===== src/sv/msi_pkg.sv =====
`default_nettype none

package msi_pkg;

  localparam int unsigned OpW = 3;
  localparam int unsigned CodeW = 3;
  localparam int unsigned TimeW = 32;
  localparam int unsigned VoltW = 16;
  localparam int unsigned CmdW = 16;
  localparam int unsigned WdogW = 16;
  localparam int unsigned MvCfgW = 15;
  localparam int unsigned DbandW = 14;
  localparam int unsigned CfgIdxW = 3;
  localparam int unsigned CfgDataW = 16;
  localparam int unsigned InDataW = 80;
  localparam int unsigned OutDataW = 80;

  localparam logic [OpW-1:0] OP_TICK = 3'd0;
  localparam logic [OpW-1:0] OP_ESTOP = 3'd1;
  localparam logic [OpW-1:0] OP_ESTOP_CLR = 3'd2;
  localparam logic [OpW-1:0] OP_ARM = 3'd3;
  localparam logic [OpW-1:0] OP_DISARM = 3'd4;
  localparam logic [OpW-1:0] OP_STOP = 3'd5;
  localparam logic [OpW-1:0] OP_DRIVE = 3'd6;
  localparam logic [OpW-1:0] OP_KEEPALIVE = 3'd7;

  localparam logic [CodeW-1:0] RC_NONE = 3'd0;
  localparam logic [CodeW-1:0] RC_ESTOP_ON = 3'd1;
  localparam logic [CodeW-1:0] RC_ESTOP_OFF = 3'd2;
  localparam logic [CodeW-1:0] RC_ARMED = 3'd3;
  localparam logic [CodeW-1:0] RC_DISARMED = 3'd4;
  localparam logic [CodeW-1:0] RC_LOW_VOLT = 3'd5;
  localparam logic [CodeW-1:0] RC_VOLT_OK = 3'd6;

  localparam logic [CfgIdxW-1:0] REG_WATCHDOG = 3'd0;
  localparam logic [CfgIdxW-1:0] REG_CUTOFF = 3'd1;
  localparam logic [CfgIdxW-1:0] REG_RESUME = 3'd2;
  localparam logic [CfgIdxW-1:0] REG_DEADBAND = 3'd3;
  localparam logic [CfgIdxW-1:0] REG_REQ_ARM = 3'd4;

  localparam logic [WdogW-1:0] WATCHDOG_RST = 16'd500;
  localparam logic [MvCfgW-1:0] CUTOFF_RST = 15'd10500;
  localparam logic [MvCfgW-1:0] RESUME_RST = 15'd11000;
  localparam logic [DbandW-1:0] DEADBAND_RST = 14'd1638;
  localparam logic REQ_ARM_RST = 1'b1;

  localparam logic [TimeW-1:0] REPORT_SPACING_MS = 32'd2000;
  localparam logic [VoltW-1:0] MIN_VALID_MV = 16'd1000;

  typedef struct packed {
    logic stop;
    logic disable_m;
    logic coast;
    logic run;
    logic target_valid;
    logic signed [CmdW-1:0] left_target;
    logic signed [CmdW-1:0] right_target;
    logic [CodeW-1:0] reply_code;
    logic watchdog_report;
    logic [TimeW-1:0] trip_total;
    logic [2:0] status;
  } result_t;

endpackage

`default_nettype wire


===== src/sv/motor_safety_interlock_unit.sv =====
`default_nettype none

// Safety supervisor for a two-motor drive. Each request on the slave stream is
// a command or a tick (tuser holds the operation) and produces exactly one
// result on the master stream. A request is accepted every cycle while the
// result register is empty or being drained; its result appears in the next
// cycle, set by the single output register after the flag and timer logic.
// Configuration writes take effect at once and are always accepted.
module motor_safety_interlock_unit
  import msi_pkg::*;
(
  input  wire logic                clk_i,
  input  wire logic                rst_ni,
  input  wire logic                s_axis_tvalid_i,
  output logic                     s_axis_tready_o,
  // now_ms[31:0], voltage_mv[47:32], left_cmd[63:48], right_cmd[79:64]
  input  wire logic [InDataW-1:0]  s_axis_tdata_i,
  // operation[2:0]
  input  wire logic [OpW-1:0]      s_axis_tuser_i,
  output logic                     m_axis_tvalid_o,
  input  wire logic                m_axis_tready_i,
  // stop_motors[0], disable_motors[1], coast_motors[2], run_motors[3],
  // left_target[19:4], right_target[35:20], reply_code[38:36],
  // watchdog_report[39], trip_total[71:40], status[74:72], zero[79:75]
  output logic [OutDataW-1:0]      m_axis_tdata_o,
  // target_valid[0]
  output logic                     m_axis_tuser_o,
  input  wire logic                cfg_valid_i,
  output logic                     cfg_ready_o,
  input  wire logic [CfgIdxW-1:0]  cfg_index_i,
  input  wire logic [CfgDataW-1:0] cfg_data_i
);

  logic [WdogW-1:0] watchdog_q;
  logic [MvCfgW-1:0] cutoff_q, resume_q;
  logic [DbandW-1:0] deadband_q;
  logic req_arm_q;

  logic armed_q, armed_d;
  logic estop_q, estop_d;
  logic latch_q, latch_d;
  logic [TimeW-1:0] last_cmd_q, last_cmd_d;
  logic [TimeW-1:0] last_rep_q, last_rep_d;
  logic [TimeW-1:0] trips_q, trips_d;

  logic out_valid_q;
  result_t res_q, res_d;

  logic in_accept;
  logic [OpW-1:0] op;
  logic [TimeW-1:0] now_ms;
  logic [VoltW-1:0] volt_mv;
  logic signed [CmdW-1:0] left_cmd, right_cmd;
  logic signed [CmdW-1:0] left_db, right_db;
  logic [CmdW:0] left_mag, right_mag;
  logic may_run;

  assign cfg_ready_o = 1'b1;
  assign s_axis_tready_o = !out_valid_q || m_axis_tready_i;
  assign in_accept = s_axis_tvalid_i && s_axis_tready_o;

  assign op = s_axis_tuser_i;
  assign now_ms = s_axis_tdata_i[31:0];
  assign volt_mv = s_axis_tdata_i[47:32];
  assign left_cmd = s_axis_tdata_i[63:48];
  assign right_cmd = s_axis_tdata_i[79:64];

  assign left_mag = left_cmd[CmdW-1] ? (17'd0 - {left_cmd[CmdW-1], left_cmd})
                                     : {1'b0, left_cmd};
  assign right_mag = right_cmd[CmdW-1] ? (17'd0 - {right_cmd[CmdW-1], right_cmd})
                                       : {1'b0, right_cmd};
  assign left_db = (left_mag < {3'd0, deadband_q}) ? '0 : left_cmd;
  assign right_db = (right_mag < {3'd0, deadband_q}) ? '0 : right_cmd;

  always_ff @(posedge clk_i or negedge rst_ni) begin
    if (!rst_ni) begin
      watchdog_q <= WATCHDOG_RST;
      cutoff_q <= CUTOFF_RST;
      resume_q <= RESUME_RST;
      deadband_q <= DEADBAND_RST;
      req_arm_q <= REQ_ARM_RST;
    end else if (cfg_valid_i && cfg_ready_o) begin
      case (cfg_index_i)
        REG_WATCHDOG: watchdog_q <= cfg_data_i;
        REG_CUTOFF:   cutoff_q <= cfg_data_i[MvCfgW-1:0];
        REG_RESUME:   resume_q <= cfg_data_i[MvCfgW-1:0];
        REG_DEADBAND: deadband_q <= cfg_data_i[DbandW-1:0];
        REG_REQ_ARM:  req_arm_q <= cfg_data_i[0];
        default: ;
      endcase
    end
  end

  always_comb begin
    armed_d = armed_q;
    estop_d = estop_q;
    latch_d = latch_q;
    last_cmd_d = last_cmd_q;
    last_rep_d = last_rep_q;
    trips_d = trips_q;
    res_d = '0;
    may_run = 1'b0;

    case (op)
      OP_TICK: begin
        if (cutoff_q != '0 && volt_mv > MIN_VALID_MV) begin
          if (!latch_q && volt_mv < {1'b0, cutoff_q}) begin
            latch_d = 1'b1;
            res_d.stop = 1'b1;
            res_d.disable_m = 1'b1;
            res_d.reply_code = RC_LOW_VOLT;
          end else if (latch_q && volt_mv > {1'b0, resume_q}) begin
            latch_d = 1'b0;
            res_d.reply_code = RC_VOLT_OK;
          end
        end
        if ((now_ms - last_cmd_q) > {16'd0, watchdog_q}) begin
          res_d.coast = 1'b1;
          if (armed_q) begin
            trips_d = trips_q + 32'd1;
            if ((now_ms - last_rep_q) > REPORT_SPACING_MS) begin
              res_d.watchdog_report = 1'b1;
              last_rep_d = now_ms;
            end
          end
        end
        may_run = !estop_q && !latch_d && (!req_arm_q || armed_q);
        res_d.run = may_run;
      end
      OP_ESTOP: begin
        estop_d = 1'b1;
        res_d.stop = 1'b1;
        res_d.disable_m = 1'b1;
        res_d.reply_code = RC_ESTOP_ON;
      end
      OP_ESTOP_CLR: begin
        estop_d = 1'b0;
        res_d.reply_code = RC_ESTOP_OFF;
      end
      OP_ARM: begin
        armed_d = 1'b1;
        last_cmd_d = now_ms;
        res_d.reply_code = RC_ARMED;
      end
      OP_DISARM: begin
        armed_d = 1'b0;
        res_d.stop = 1'b1;
        res_d.disable_m = 1'b1;
        res_d.reply_code = RC_DISARMED;
      end
      OP_STOP: begin
        res_d.stop = 1'b1;
        last_cmd_d = now_ms;
      end
      OP_DRIVE: begin
        may_run = !estop_q && !latch_q && (!req_arm_q || armed_q);
        if (!may_run) begin
          res_d.stop = 1'b1;
        end else begin
          res_d.target_valid = 1'b1;
          res_d.left_target = left_db;
          res_d.right_target = right_db;
        end
        last_cmd_d = now_ms;
      end
      OP_KEEPALIVE: begin
        last_cmd_d = now_ms;
      end
      default: ;
    endcase

    res_d.trip_total = trips_d;
    res_d.status = {latch_d, estop_d, armed_d};
  end

  always_ff @(posedge clk_i or negedge rst_ni) begin
    if (!rst_ni) begin
      armed_q <= 1'b0;
      estop_q <= 1'b0;
      latch_q <= 1'b0;
      last_cmd_q <= '0;
      last_rep_q <= '0;
      trips_q <= '0;
      out_valid_q <= 1'b0;
    end else begin
      if (in_accept) begin
        armed_q <= armed_d;
        estop_q <= estop_d;
        latch_q <= latch_d;
        last_cmd_q <= last_cmd_d;
        last_rep_q <= last_rep_d;
        trips_q <= trips_d;
        out_valid_q <= 1'b1;
      end else if (m_axis_tready_i) begin
        out_valid_q <= 1'b0;
      end
    end
  end

  always_ff @(posedge clk_i) begin
    if (in_accept) begin
      res_q <= res_d;
    end
  end

  assign m_axis_tvalid_o = out_valid_q;
  assign m_axis_tuser_o = res_q.target_valid;
  assign m_axis_tdata_o = {5'd0, res_q.status, res_q.trip_total, res_q.watchdog_report,
                           res_q.reply_code, res_q.right_target, res_q.left_target,
                           res_q.run, res_q.coast, res_q.disable_m, res_q.stop};

  assert property (@(posedge clk_i) disable iff (!rst_ni)
    out_valid_q |-> !(res_q.run && res_q.stop))
    else $error("run and stop requested together");

  assert property (@(posedge clk_i) disable iff (!rst_ni)
    out_valid_q && res_q.target_valid |-> !res_q.stop && !res_q.coast)
    else $error("targets given with a stop or coast request");

  assert property (@(posedge clk_i) disable iff (!rst_ni)
    out_valid_q && res_q.watchdog_report |-> res_q.coast && res_q.status[0])
    else $error("watchdog report without an armed coast");

  assert property (@(posedge clk_i) disable iff (!rst_ni)
    trips_q != $past(trips_q) |-> $past(in_accept && op == OP_TICK))
    else $error("trip count moved without a tick");

endmodule

`default_nettype wire


===== config.mk =====
export PLATFORM = sky130hd
export DESIGN_NAME = motor_safety_interlock_unit
export DESIGN_NICKNAME = d
export VERILOG_FILES = /design/src/sv/msi_pkg.sv /design/src/sv/motor_safety_interlock_unit.sv
export SDC_FILE = /design/constraint.sdc
export NUM_CORES = 1
export LEC_CHECK = 0
export BUFFER_PORTS_ARGS = -buffer_cell sky130_fd_sc_hd__buf_4
export CAP_MARGIN = 10
export CORE_ASPECT_RATIO = 1.25
export CORE_MARGIN = 2
export CORE_UTILIZATION = 59
export DETAILED_ROUTE_END_ITERATION = 12
export PLACE_DENSITY = 0.81
export SYNTH_ARGS = -nofsm -noshare
export SYNTH_HDL_FRONTEND = slang
export SYNTH_SLANG_ARGS = --single-unit
export TNS_END_PERCENT = 100

===== constraint.sdc =====
create_clock -name clk_i -period 14.4 [get_ports clk_i]
set_input_delay 0 -clock clk_i [delete_from_list [all_inputs] [get_ports clk_i]]
set_output_delay 0 -clock clk_i [all_outputs]
set_load 0.01 [all_outputs]

-- Yosys cells after proc, flatten, opt, wreduce, memory -nomap -nowiden
Cells that the tools add are included.
Widths: inputs -> output; s select.
- bitwise operators: 2
- magnitude comparators: 7
- add/sub/neg operators: 5
- equal/unequal tests: 11
- multiplexer cells: 28
- reductions and logical operators: 32
- operators by type and width (kind ; number):
    $mux 32 ; 3
    $sub 32x32->32 ; 2
    $lt 17x14->1 ; 2
    $mux 17 ; 2
    $sub 1x16->17 const A ; 2
    $mux 33 ; 1
    $add 32x1->32 const B ; 1
    $gt 32x11->1 const B ; 1
    $gt 32x16->1 ; 1
    $mux 16 ; 2
    $gt 16x10->1 const B ; 1
    $gt 16x15->1 ; 1
    $lt 16x15->1 ; 1
    $eq 3x3->1 const B ; 5
    $pmux 3 s5 ; 1
    $reduce_bool 15->1 ; 1
    $eq 3x2->1 const B ; 4
    $reduce_and 2->1 ; 6
    $mux 1 ; 10
    $mux 3 ; 3
    $reduce_or 3->1 ; 3
    $logic_and 1x1->1 ; 8
    $eq 3x1->1 const B ; 2
    $logic_not 3->1 ; 2
    other kinds (11) ; 20
- word-level logic and storage cells: 108
- register bits after elaboration: 237
- bits of input ports: 107
- output and inout port bits: 84

-- Logic depth before layout (Yosys ltp)
Gate-level depths: netlist (run 1).
- depth after elaboration: 9
- mapped depth: 24
- mapped depth without buffers: 22

-- Least setup slack after synthesis (run 1)
OpenSTA, ideal clock, no wires.
- path type: reg-to-reg
- from: register last_cmd_q[0]
- to: register res_q, in the netlist m_axis_tdata_o[41] (data pin)
- arrival time: 4.757 ns
- slack: 9.383 ns
- clock period less this slack: 5.017 ns
- library setup time: 0.260 ns
- required time: 14.140 ns
- cell stages (with the launch flop): 22
- buffers on the path: 1
- cells stage by stage: dfrtp_1 -> ha_1 -> fa_1 -> nand2b_1 -> a21oi_1 -> o211ai_1 -> a21oi_1 -> o21a_1 -> a21boi_0 -> xnor2_1 -> ha_1 -> nand4_1 -> or3b_2 -> nor3_1 -> a21oi_1 -> or3_1 -> or3_1 -> nor4_1 -> and4_1 -> buf_4 -> nor2_2 -> mux2_4
- RTL lines (what ; RTL line ; RTL):
    from (decl) ; motor_safety_interlock_unit.sv:42 ; logic [TimeW-1:0] last_cmd_q, last_cmd_d;
    from (signal assigned) ; motor_safety_interlock_unit.sv:190 ; last_cmd_q <= last_cmd_d;
    to (signal assigned) ; motor_safety_interlock_unit.sv:202 ; res_q <= res_d;
    to (decl) ; motor_safety_interlock_unit.sv:47 ; result_t res_q, res_d;

==> results of run 1 <==
## power by group through the flow
stage          Sequential (mW)  Clock, mW  Combinational [mW]
2_1_floorplan            0.860          0               0.675
3_3_place_gp             0.863          0               0.902
3_5_place_dp             0.868          0               0.926
4_1_cts                  0.857      0.638               0.953
5_1_grt                  0.869      0.668                1.07
6_report                 0.858      0.630               0.967
## layout by cell type, fill, tap and decap left out, drive strengths merged, types with 16 or more instances in the layout
cell and n:
xnor2 41, nand3 42, nor2 69, or3 20, and3 43, o21ai 103, nand4 41, xor2 80
clkbuf 31, dfstp 25, dfrtp 136, o31ai 16, nand2 140, buf 192, inv 145, mux2 84
ha 136, nor4 22, dlygate4sd3 91, a21oi 92, edfxtp 76, o21a 21, nor3 69, a21o 42
## sequential cells by signal (all words and copies together) (netlist names)
name,cells
m_axis_tdata_o,75
last_cmd_q,32
last_rep_q,32
trips_q,32
watchdog_q,16
cutoff_q,15
resume_q,15
deadband_q,14
armed_q,1
estop_q,1
latch_q,1
m_axis_tuser_o,1
m_axis_tvalid_o,1
req_arm_q,1
## metal layers
layer,routed length (microns),GRT usage (%),up-vias,part of all wire (%)
met3,2610,3.32,141,6.1
met5,0,0,-,0
met1,16300,34.6,6627,38
li1,-,-,6586,-
met4,1770,11.5,0,4.2
met2,21700,54.0,573,51
## what timing repair did
| action | CTS | global route |
|---|---|---|
| endpoints found under the hold margin | 238 | 0 |
| hold buffers | 91 | 0 |
| gates resized for setup | 0 | 0 |
| setup buffers | 0 | 0 |
## worst max-delay path, cell delays in order (launching register included)
cell      delay [ns]
dfrtp_1         0.39
ha_1            0.22
fa_1            0.41
nand2b_1        0.18
a21oi_1         0.20
o211ai_1        0.16
a21oi_1         0.36
o21a_1          0.23
a21boi_0        0.12
xnor2_1         0.15
ha_1            0.32
nand4_1         0.11
or3b_2          0.49
nor3_1          0.22
a21oi_1         0.12
or4_1           0.54
nor3_1          0.15
and4b_1         0.25
and4_1          0.75
nor3_1          0.19
xor2_1          0.21
## cell type report
cell class	count	area (sq um)	area share, %
Clock buffer	31	629	3.26
Clock inverter	10	150	0.777
Inverter	146	549	2.84
Multi-Input combinational cell	1242	8870	45.9
Sequential cell	237	6340	32.8
Tap cell	345	432	2.23
Timing Repair Buffer	283	2360	12.2
## kinds of logic after synthesis
group,Yosys count,share of synthesized area (%)
other,2,0.0467
xor gates and xnor gates,121,6.59
DFF,237,39.4
adders and majority gates,138,10.8
muxes,93,6.49
AOI/OAI and AO/OA,366,14.5
buffers and inverters,217,5.54
and+or+nand+nor,518,16.5
## how the worst min path moves through the flow
stage | to | slack [ns] | cells after the start
2_1_floorplan | armed_q | -0.30 | 0
3_3_place_gp | last_rep_q[0] | 0.14 | 1
3_5_place_dp | last_rep_q[0] | 0.14 | 1
4_1_cts | latch_q | 0.14 | 6
5_1_grt | latch_q | 0.20 | 6
6_report | latch_q | 0.16 | 6
==> flow_metrics.env, run 1 <==
export IMPL_place_area_sq_um=17600
export IMPL_grt_max_degree=97
export IMPL_stdcell_area_sq_um=19300
export IMPL_postSynthAreaPerCell_sq_um=9.50
export IMPL_intPower_mw=1.60
export IMPL_wl_per_cell_microns=18.5
export IMPL_reg2reg_from="last_cmd_q[0]"
export IMPL_ys_warn_count=0
export IMPL_postLayoutCoreUtil_pct=72.0
export IMPL_overflow=0
export IMPL_finalNonFillerCells=2294
export IMPL_place_inst=2162
export IMPL_seq_area_frac_synth_pct=39.4
export IMPL_grt_pass1_wl_mm=68.2
export IMPL_drc=0
export IMPL_rr_worst_depth=20
export IMPL_cap_violations=0
export IMPL_reg2reg_slack_ns=8.33
export IMPL_pwr_share_comb_pct=39.4
export IMPL_rows=67
export IMPL_die_height_microns=189
export IMPL_r2r_end="m_axis_tdata_o[70]"
export IMPL_fin_nets=2178
export IMPL_clk_pin_slew_worst_paths_ns=0.07
export IMPL_portBuffers=184
export IMPL_cts_max_path_buffers=3
export IMPL_layout_setup_ws_ns=8.33
export IMPL_synth_area_leader_cell="dfrtp_1"
export IMPL_clockPowerShare_pct=25.7
export IMPL_fmaxAchievable_mhz=165
export IMPL_cts_tree="yes"
export IMPL_hp_start="s_axis_tdata_i[47]"
export IMPL_worst_slew_pin_slew_ns=1.05
export IMPL_die_w_microns=152
export IMPL_drtPass1Iterations=6
export IMPL_min_path_type="in2reg"
export IMPL_irDropWorstVdd_mv=0.0806
export IMPL_synth_area_leaders="dfrtp_1 21%, edfxtp_1 14%, ha_1 11%"
export IMPL_report_power_total_mw=2.46
export IMPL_arrival_ns=6.30
export IMPL_grtUsageTotal_pct=29.4
export IMPL_dp_final_hpwl_mm=30.4
export IMPL_synth_area_sq_um=16100
export IMPL_synth_top_area_share_pct=21.2
export IMPL_synth_edff_count=76
export IMPL_numCtsBuffers=23
export IMPL_critical_path_class="reg2reg"
export IMPL_n_antenna_cell=0
export IMPL_p_per_area_nw_per_um2=127
export IMPL_htree_levels=1
export IMPL_ys_ff_latch=237
export IMPL_grt_pass1_vias=13800
export IMPL_worst_setup_path_end_kind="flop"
export IMPL_layout_drive_gt1_share_pct=18.1
export IMPL_crit_path_start_kind="flop"
export IMPL_leakage_nw=9.00
export IMPL_cts_sinks=237
export IMPL_clock_latency_ns=0.51
export IMPL_power_switching_mw=0.855
export IMPL_num_vias=13900
export IMPL_worstPathRequired_ns=14.63
export IMPL_start_util_pct=59.9
export IMPL_crit_end="m_axis_tdata_o[70]"
export IMPL_ys_types=78
export IMPL_cp_max_fo=20
export IMPL_syn_to_final_growth_pct=20.2
export IMPL_ios=191
export IMPL_syn_instance_count=1692
export IMPL_setup_tns_ns=0
export IMPL_fin_crit_ns=6.07
export IMPL_startpoint="last_cmd_q[0]"
export IMPL_drt_initial_drc_count=849
export IMPL_finalClockSkew_ns=0.0132
export IMPL_gp_congestion=0.951
export IMPL_antenna_found_initial=0
export IMPL_drtAntennaViolNets=0
export IMPL_core_sq_um=26800
export IMPL_swShare_pct=34.8
export IMPL_synth_commonest_cells="146 x inv_1, 140 x nand2_1, 136 x dfrtp_1, 136 x ha_1, 102 x o21ai_0"
export IMPL_fillers=1980
export IMPL_seqPwrFrac_pct=35.0
export IMPL_slew_viol_final=0
export IMPL_viasPerCell=6.07
export IMPL_setup_viol=0
export IMPL_synth_most_common_cell="inv_1"
export IMPL_period_share_pct=42.1
export IMPL_rsz0062_at_grt="false"
export IMPL_hold_slack_ns=0.157
export IMPL_status="finished clean"
export IMPL_max_slew_margin_rel_pct=30.2
export IMPL_hold_viol_final=0
export IMPL_cts_root_buffer="clkbuf_16"
export IMPL_dpl_worst_slack_ns=8.54
export IMPL_die_area_sq_um=28600
export IMPL_ys_flop_type="dfrtp_1"
export IMPL_routed_wl_mm=42.4
export IMPL_async_flop_share_pct=67.9
Power figures use the tool's default switching activity.
==> run 2, diff against run 1 <==
- CORE_UTILIZATION: 59 -> 54
- PLACE_DENSITY: 0.81 -> 0.78
- clock period: 14.4 -> 5.3 ns (I/O delays scaled with it)
==> run 2 against run 1 <==
Wire length fell by 1.6%. Largest power group unchanged. Count of clock-buffer cells in the layout rose by 3. First-iteration DRC count fell by 9.7%. Clock skew rose by 0.0092 ns. Power rose to 2.7 times the previous value. Sequential power rose to 2.7 times the previous value. Combinational power rose to 2.8 times the previous value. Global-route usage fell by 3.2 points. Setup slack got worse by 8.1 ns.
==> flow_metrics.env, run 2 (synthesis gave the netlist of run 1 again) <==
export IMPL_worst_setup_path_end_kind="flop"
export IMPL_hold_viol_final=0
export IMPL_cap_violations=0
export IMPL_drtPass1Iterations=7
export IMPL_min_path_type="in2async"
export IMPL_drt_initial_drc_count=767
export IMPL_power_switching_mw=2.36
export IMPL_grt_pass1_vias=13800
export IMPL_cts_tree="yes"
export IMPL_layout_common_cells="199 x buf_4, 144 x inv_1, 140 x nand2_1, 136 x dfrtp_1, 135 x ha_1"
export IMPL_antenna_found_initial=1
export IMPL_overflow=0
export IMPL_intPower_mw=4.30
export IMPL_dp_final_hpwl_mm=30.4
export IMPL_cpPeakStageDelay_ns=0.39
export IMPL_die_height_microns=197
export IMPL_start_util_pct=55.0
export IMPL_grtUsageTotal_pct=26.2
export IMPL_syn_to_final_growth_pct=22.3
export IMPL_cp_cell_sequence="inv_1, ha_1, nor2b_1, o2111ai_1, nand2_1, a21o_1, a21o_1, a21oi_1, o21bai_1, xor2_1, ha_1, and3_1, or3b_4, a21oi_1, a2111oi_2, a21oi_2, or3_1, or3_1, nor4_1, and4_1, buf_4, buf_12, nor3_1, xor2_1"
export IMPL_slew_viol_final=0
export IMPL_drtAntennaViolNets=0
export IMPL_numCtsBuffers=24
export IMPL_p_per_area_nw_per_um2=338
export IMPL_largest_register_ff_count=75
export IMPL_rows=70
export IMPL_gp_congestion=0.961
export IMPL_num_vias=13600
export IMPL_report_power_total_mw=6.66
export IMPL_critical_path_class="reg2reg"
export IMPL_crit_path_start_kind="flop"
export IMPL_place_inst=2221
export IMPL_fin_nets=2195
export IMPL_clk_pin_slew_worst_paths_ns=0.07
export IMPL_fmaxAchievable_mhz=197
export IMPL_core_sq_um=29300
export IMPL_setup_viol=0
export IMPL_cp_max_fo=17
export IMPL_grt_pass1_wl_mm=66.7
export IMPL_pwr_share_comb_pct=40.1
export IMPL_mostFrequentLayoutCell="buf_4"
export IMPL_ios=191
export IMPL_dpl_worst_slack_ns=-0.105
export IMPL_routed_wl_mm=41.8
export IMPL_swShare_pct=35.4
export IMPL_portBuffers=184
export IMPL_clock_latency_ns=0.52
export IMPL_cts_max_path_buffers=3
export IMPL_stdcell_area_sq_um=19700
export IMPL_finalClockSkew_ns=0.0223
export IMPL_arrival_ns=5.34
export IMPL_htree_levels=1
export IMPL_status="finished clean"
export IMPL_irDropWorstVdd_mv=0.187
export IMPL_cts_sinks=237
export IMPL_die_w_microns=158
export IMPL_fin_crit_ns=5.08
export IMPL_grt_max_degree=92
export IMPL_worst_slew_pin_slew_ns=1.04
export IMPL_place_area_sq_um=17800
export IMPL_viasPerCell=5.75
export IMPL_layout_setup_ws_ns=0.217
export IMPL_seqPwrFrac_pct=35.1
export IMPL_drc=0
export IMPL_die_area_sq_um=31200
export IMPL_max_slew_margin_rel_pct=30.5
export IMPL_leakage_nw=9.11
export IMPL_clockPowerShare_pct=24.8
export IMPL_finalNonFillerCells=2365
export IMPL_layout_drive_gt1_share_pct=19.2
export IMPL_wl_per_cell_microns=17.7
export IMPL_cts_root_buffer="clkbuf_16"
export IMPL_hold_slack_ns=0.107
export IMPL_period_share_pct=95.9
export IMPL_worstPathRequired_ns=5.56
export IMPL_slowest_stage="dfrtp_1"
## run 2: cell types whose count changed in the layout (fill, tap and decap cells not counted), moves of 2 or more
cell	previous run	this run
bufinv_16	4	1
a21oi_2	0	4
a21oi_1	92	87
clkinv_2	7	4
clkinvlp_4	0	2
clkbuf_16	23	27
buf_12	0	4
clkbuf_1	5	7
clkinv_4	0	2
buf_4	191	199
## run 2: cell type report
type / count / area, sq um
clock buffer: 34 / 673
multi-input combinational: 1242 / 8940
timing repair buffer: 299 / 2570
antenna: 1 / 2.50
inverter: 146 / 549
sequential: 237 / 6340
clock inverter: 10 / 97.6
fill: 2356 / 9580
tap: 396 / 495
## run 2: path summary, 6_finish.rpt
| path | from | end | slack (ns) | depth (start not counted) |
|---|---|---|---|---|
| worst max-delay path | last_cmd_q[1] | m_axis_tdata_o[51] | 0.22 | 24 |
| worst min-delay path | rst_ni | trips_q[17] | 0.11 | 2 |
| worst max register to register | last_cmd_q[1] | m_axis_tdata_o[51] | 0.22 | 24 |
| worst min register to register | last_cmd_q[11] | last_cmd_q[11] | 0.50 | 1 |
| max in group asynchronous | rst_ni | last_cmd_q[11] | 3.78 | 3 |
| min in group clk_i | s_axis_tdata_i[47] | latch_q | 0.12 | 6 |
## run 2: power by group through the flow
stage          Combinational (mW)  Sequential, mW  Clock, mW
4_1_cts                      2.60            2.33       1.68
2_1_floorplan                1.83            2.34          0
3_5_place_dp                 2.52            2.36          0
5_1_grt                      3.00            2.36       1.75
3_3_place_gp                 2.45            2.35          0
6_report                     2.67            2.33       1.65
## run 2: worst max-delay path: cells and delay by family (launching register included)
kind	cells	cell delay, ns
flops	1	0.39
buf+inv	3	0.37
compound gates	8	1.36
simple gates	9	1.84
fa+ha+maj	2	0.53
xor+xnor	2	0.34
## run 2: timing repair
item                       4_1_cts  5_1_grt
pin swaps                        1       18
hold endpoints to repair       234        0
resized for setup                3       14
cloned                           0        3
hold buffers                    92        0
setup endpoints to repair       37       98
buffers inserted                 0        4
## run 2: metrics by stage
| stage | util (%) | TNS [ns] |
|---|---|---|
| global route | 67.2 | -4.15 |
| global placement | 60.9 | 0 |
| CTS | 66.7 | 0 |
| detailed placement | 60.9 | -1.63 |
| finish | 67.2 | 0 |
| floorplan | - | 0 |
## run 2: routing by layer
metal  part of all wire, %  up-vias  track usage (%)
met5                     0        -                0
met4                   3.7        0             9.88
met3                   5.1      109             2.92
met2                    52      446             48.0
met1                    40     6418             31.2
li1                      -     6619                -
